[config.mk]
export PLATFORM = sky130hd
export DESIGN_NAME = pisf_queue
export DESIGN_NICKNAME = d
export VERILOG_FILES = /design/src/rtl/pisf_pkg.sv /design/src/rtl/pisf_queue.sv
export SDC_FILE = /design/constraint.sdc
export NUM_CORES = 1
export LEC_CHECK = 0
export BUFFER_PORTS_ARGS = -buffer_cell sky130_fd_sc_hd__buf_2
export CORE_ASPECT_RATIO = 1.75
export CORE_MARGIN = 5
export CORE_UTILIZATION = 45
export DETAILED_ROUTE_END_ITERATION = 10
export PLACE_DENSITY = 0.66
export SKIP_CTS_REPAIR_TIMING = 1
export SLEW_MARGIN = 20
export SYNTH_ARGS = -nofsm -noshare
export SYNTH_HDL_FRONTEND = slang
export SYNTH_SLANG_ARGS = --single-unit
export TNS_END_PERCENT = 20
[constraint.sdc]
create_clock -name clock -period 7.2 [get_ports clock]
set_input_delay 0.72 -clock clock [delete_from_list [all_inputs] [get_ports clock]]
set_output_delay 0.72 -clock clock [all_outputs]
set_load 0.01 [all_outputs]
[src/rtl/pisf_pkg.sv]
// ----------------------------------------------------------------------------
// pisf_pkg: shared types and constants of the pairwise force block
// Payload structs, the request entry passed from front to back, and widths.
// ----------------------------------------------------------------------------
package pisf_pkg;

   localparam int WORD_W      = 32;   // positions, amounts, couplings, forces
   localparam int MIN_W       = 31;   // minimum separation
   localparam int DIFF_W      = 33;   // magnitude of a position difference
   localparam int SQ_W        = 66;   // dx^2 + dy^2
   localparam int MIN_SQ_W    = 62;   // min_separation^2
   localparam int ROOT_W      = 34;   // rounded root, room for the round-up
   localparam int ROOT_STEPS  = 33;   // root bits resolved, one per stage
   localparam int KQQ_W       = 96;   // K * q1 * q2
   localparam int NUM_W       = 128;  // K * q1 * q2 * |d|
   localparam int DEN_W       = 102;  // r^3
   localparam int QUO_W       = 33;   // quotient bits, one per stage
   localparam int QUEUE_DEPTH = 4;
   localparam int CSR_INDEX_W = 2;

   localparam logic [WORD_W-1:0] COUPLING_RESET = 32'h0001_0000;
   localparam logic [MIN_W-1:0]  MIN_SEP_RESET  = 31'h0001_0000;

   typedef enum logic [CSR_INDEX_W-1:0] {
      CSR_GRAVITY = 2'd0,
      CSR_COULOMB = 2'd1,
      CSR_MIN_SEP = 2'd2
   } csr_index_type;

   typedef struct packed {
      logic                     mode;
      logic signed [WORD_W-1:0] first_x;
      logic signed [WORD_W-1:0] first_y;
      logic signed [WORD_W-1:0] second_x;
      logic signed [WORD_W-1:0] second_y;
      logic signed [WORD_W-1:0] first_amount;
      logic signed [WORD_W-1:0] second_amount;
   } req_type;

   typedef struct packed {
      logic signed [WORD_W-1:0] force_x;
      logic signed [WORD_W-1:0] force_y;
      logic                     too_close;
      logic                     saturated;
   } rsp_type;

   // classified request, front to back
   typedef struct packed {
      logic              too_close;
      logic              skip;       // zero force: too close or coincident
      logic              neg_x;
      logic              neg_y;
      logic [DIFF_W-1:0] adx;
      logic [DIFF_W-1:0] ady;
      logic [SQ_W-1:0]   s2;
      logic [WORD_W-1:0] kmag;
      logic [WORD_W-1:0] q1mag;
      logic [WORD_W-1:0] q2mag;
   } job_type;

endpackage

[src/rtl/pisf_queue.sv]
// ----------------------------------------------------------------------------
// pisf_queue: short request queue between front and back
// Lets the front keep taking requests while the back is held by the output.
// ----------------------------------------------------------------------------
module pisf_queue #(
   parameter int DEPTH = pisf_pkg::QUEUE_DEPTH
) (
   input  logic                clock,
   input  logic                reset,
   input  logic                push_valid,
   input  pisf_pkg::job_type   push_data,
   output logic                push_ok,
   output logic                head_valid,
   output pisf_pkg::job_type   head_data,
   input  logic                pop
);

   localparam int PTR_W = $clog2(DEPTH);
   localparam int CNT_W = $clog2(DEPTH + 1);

   pisf_pkg::job_type   entry_ff [DEPTH];
   logic [PTR_W-1:0]    wr_ptr_ff, wr_ptr_in;
   logic [PTR_W-1:0]    rd_ptr_ff, rd_ptr_in;
   logic [CNT_W-1:0]    count_ff, count_in;
   logic                push;

   assign push_ok    = (count_ff != CNT_W'(DEPTH)) || pop;
   assign push       = push_valid && push_ok;
   assign head_valid = count_ff != '0;
   assign head_data  = entry_ff[rd_ptr_ff];

   always_comb begin
      wr_ptr_in = push ? wr_ptr_ff + PTR_W'(1) : wr_ptr_ff;
      rd_ptr_in = pop  ? rd_ptr_ff + PTR_W'(1) : rd_ptr_ff;
      count_in  = count_ff;
      if (push && !pop) begin
         count_in = count_ff + CNT_W'(1);
      end else if (pop && !push) begin
         count_in = count_ff - CNT_W'(1);
      end
   end

   always_ff @(posedge clock) begin
      if (reset) begin
         wr_ptr_ff <= '0;
         rd_ptr_ff <= '0;
         count_ff  <= '0;
      end else begin
         wr_ptr_ff <= wr_ptr_in;
         rd_ptr_ff <= rd_ptr_in;
         count_ff  <= count_in;
      end
   end

   always_ff @(posedge clock) begin
      if (push) begin
         entry_ff[wr_ptr_ff] <= push_data;
      end
   end

   a_no_pop_empty: assert property (@(posedge clock) disable iff (reset)
      pop |-> count_ff != '0)
      else $error("queue popped while empty");

   a_count_up: assert property (@(posedge clock) disable iff (reset)
      (push && !pop) |=> count_ff == $past(count_ff) + 1'b1)
      else $error("queue count lost a push");

   a_head_hold: assert property (@(posedge clock) disable iff (reset)
      (head_valid && !pop) |=> (head_valid && $stable(head_data)))
      else $error("queue head changed before it was popped");

endmodule

* Word-level counts from Yosys, hierarchy flattened
Memory sizes are Yosys's and may differ from the RTL's. A register that Yosys moved wholly into a read port is not among the register bits. Index checks and enable logic that the tools add are counted.
Cells by class: add/sub/neg operators 4, multiply operators 0, div/mod/pow operators 0, order comparisons 0, equality and inequality tests 1, shift operators 0, multiplexer cells 6, bitwise gates (word level) 0, reduce and logical (&&, ||, !) cells 8
Operators by type and width (count):
- two-way mux 3 bit | 2
- adder 2 x 1 -> 2 bit (second input constant) | 2
- two-way mux 2 bit | 2
- adder 3 x 1 -> 3 bit (second input constant) | 1
- logical AND 1 bit | 3
- != test 3 bit (second input constant) | 1
- nonzero test 3 bit | 1
- subtractor 3 x 1 -> 3 bit (second input constant) | 1
- logical NOT 1 bit | 2
- two-way mux 1 bit | 2
- nonzero test 2 bit | 1
- logical OR 1 bit | 1
Word-level totals: bits in registers 7, latch bits 0, RAM bits 928, bits in read-only memories 0, input bits 236, output and inout bits 234, word-level logic and storage cells 23, memories 1
Memory list:
- entry_ff | words 4, width 232, rd ports 1, clocked after memory_dff 1, wr ports 1, RTL line pisf_queue.sv:21 | pisf_pkg::job_type entry_ff [DEPTH];

* Logic depth before layout (Yosys ltp)
word-level depth 7, mapped depth 9, depth with buffers taken out 8

* Worst setup path after synthesis
Ideal clock, no wire load.
path type in2reg, from input pop, to memory entry_ff[0][0] in the netlist's numbering, enable pin, library setup time 0.491 ns, data arrival time 3.749 ns, data required time 6.709 ns, setup slack 2.960 ns, stages on the path 3, buffers on the path 1, path through or4b_1 buf_6 and3_2
Between the ends: word-level cells in the longest chain between the ends 4
RTL lines:
- from (decl) | RTL line pisf_queue.sv:15 | input logic pop
- logical OR 1 bit | RTL line pisf_queue.sv:27 | assign push_ok = (count_ff != CNT_W'(DEPTH)) || pop;
- via push_ok | RTL line pisf_queue.sv:12 | output logic push_ok,
- logical AND 1 bit | RTL line pisf_queue.sv:28 | assign push = push_valid && push_ok;
- two-way mux 1 bit | RTL line pisf_queue.sv:56 | if (push) begin
- two-way mux 1 bit (implied by the code) | RTL line pisf_queue.sv:57 | entry_ff[wr_ptr_ff] <= push_data;
- to (decl) | RTL line pisf_queue.sv:21
The timed path passes the listed nets, and every way through them passes these cells.

==> impl_results.md <==
* Status: finished, final reports clean
* Largest net degree at the start of global routing at 134
* Die area at 81000 um^2
* Clock power frac at 35.8%
* CTS H-tree depth at 3
* Gpl congestion at 0.745
* Row count at 133
* Clock Latency Late Sink at 0.66 ns
* VDD IR max at 0.252 mV
* CP max FO at 99
* Reg clk slew, reported paths at 0.07 ns
* DRT iter0 DRCs at 1193
* Critical Path AT at 3.34 ns
* Pwr dens at 296 nW/um^2
* Minimum clock period at 4.06 ns
* Remaining antenna violation count after routing at 0
* Overall Power at 0.0118 W
* CP Capture Type: primary output
* Fin util at 53.3%
* Sw frac at 22.2%
* Worst EP required at 6.48 ns
* Cell area after synthesis at 33900 um^2
* Pre-CTS setup slack at 3.77 ns
* Mapped Nets at 1502
* Clk_skew at 0.0151 ns
* Internal power at 0.00920 W
* Period Utilization, post-route at 56.5%
* Final setup viols at 0
* Remaining Overflow, GRT at 0
* Worst setup path category: reg -> out
* Synth warn at 0
* Slew Limit Fails at 0
* WL per Instance at 24.5 um
* R2R setup slack at 4.24 ns
* CTS sink cnt at 937
* Gr usage total at 16.9%
* Tightest Hold Check Type: in -> reg
* Sw power at 0.00263 W
* Drt pass-1 iters at 4
* Starting Density at 45.2%
* Max_slew headroom at 21.9%
* DRC Markers at 0
* First-pass GRT wire length at 103 mm
* Chip height at 373 um
* Worst setup margin at 3.14 ns
* DR vias at 15086
* Share of layout cells above drive strength 1 at 45.7%
* CTS root buffer: clkbuf_16
* Combinational Power Share at 10.2%
* Post-synthesis register bit count at 937
* # IOs at 470
* Final Hold Vio Count at 0
* Most frequent cells in the layout: edfxtp_1, buf_2, mux4_2
* Vias in the first global route at 16177
* Commonest non-fill, non-tap cell in the layout: edfxtp_1
* Crit start category: flip-flop
* Max_cap viols at 0
* Reg power frac at 54.0%
* CTS tree: done
* Inserted Clock Buffers at 81
* Actual slew at the worst max-slew pin at 1.17 ns
* Fmax at 246 MHz
* DR vias/cell at 5.39
* Sequential fraction of the synthesis area at 82.8%
* Clock Path Buffers at 3
* Post-DP HPWL at 42.3 mm
* Setup tns final at 0 ns
* Die Wd at 217 um
* Cell count after synthesis at 1260
* Routed WL at 68.6 mm
* Initial antenna violation count at 24
* I/O Buffers at 469
* Distinct cells, synth at 24
* Final #Nets at 2015
* Mean post-synth cell area at 26.9 um^2
* Leakage Power at 13.2 nW
* Core Footprint at 74900 um^2
* Area Overhead vs Synth at 17.9%
* RSZ-0062 raised after global routing: false
flip-flops by register name (all words and copies together) (netlist names), named ones only:
register	flops
count_ff	3
entry_ff	928
rd_ptr_ff	2
wr_ptr_ff	2
per-stage QoR:
step	area, um^2	cells	hold slack, ns
6_report	39900	2798	0.279
3_5_place_dp	37300	2635	0.502
5_1_grt	39900	2785	0.236
4_1_cts	39900	2779	0.203
3_3_place_gp	37300	2635	0.485
2_1_floorplan	33900	1260	0.461
Yosys cell counts:
library cell,n,area [um^2]
fa_1,1,20.0
buf_2,27,135
a21oi_1,2,10.0
edfxtp_1,928,27900
buf_6,1,11.3
ha_1,5,62.6
mux2i_1,1,10.0
nand3_1,2,10.0
nor2_1,5,18.8
a21oi_2,1,8.76
o21ai_0,1,5.00
dfxtp_1,9,180
inv_1,4,15.0
xnor2_1,1,8.76
xor2_1,3,26.3
and2_2,1,7.51
or3_1,2,12.5
a21o_1,2,15.0
and3_2,4,30.0
clkbuf_1,8,30.0
nand2_1,1,3.75
or4b_1,1,10.0
buf_4,18,135
mux4_2,232,5230
layer usage:
metal / share of wire (%) / up-vias / GRT usage, %
met4: 3.0 / 14 / 6.88
met3: 8.7 / 102 / 5.57
li1: - / 6530 / -
met2: 51 / 545 / 27.6
met1: 37 / 7895 / 20.9
met5: 0.13 / - / 0
critical path, cell delays in order, from the launching register on:
cell and delay [ns]:
dfxtp_4 0.91, buf_12 0.49, mux4_2 0.65, buf_2 0.16
cells by family after synthesis:
kind of cell,synth area share [%]
fa+ha+maj,0.244
flops,82.8
mux,15.5
buf+inv,0.965
xor+xnor,0.103
simple gates,0.273
compound gates,0.115
power groups by stage:
stage          registers (W)  clock network [W]  logic, W
6_report             0.00639            0.00423   0.00120
5_1_grt              0.00641            0.00461   0.00129
4_1_cts              0.00640            0.00436   0.00124
3_5_place_dp         0.00652                  0   0.00123
3_3_place_gp         0.00649                  0   0.00122
2_1_floorplan        0.00650                  0  0.000717
cell type report:
class                   count  area [um^2]
multi-input cells         265         5500
inverters                   4         15.0
clock buffers              96         2100
fillers                  5752        35000
well taps                 945         1180
flip-flops and latches    937        28100
clock inverters            48          468
repair buffers            484         2530
diodes                     19         47.5
worst paths after layout:
check	from	endpoint	depth (start not counted)
min reg2reg	count_ff[2]$_SDFFE_PP0P_	count_ff[2]$_SDFFE_PP0P_	2
min	push_data[129]	entry_ff[2][129]$_DFFE_PP_	1
max	flip-flop	head_data[116]	3
max reg2reg	count_ff[0]$_SDFFE_PP0P_	entry_ff[2][188]$_DFFE_PP_	3
Power figures use the tool's default switching activity.
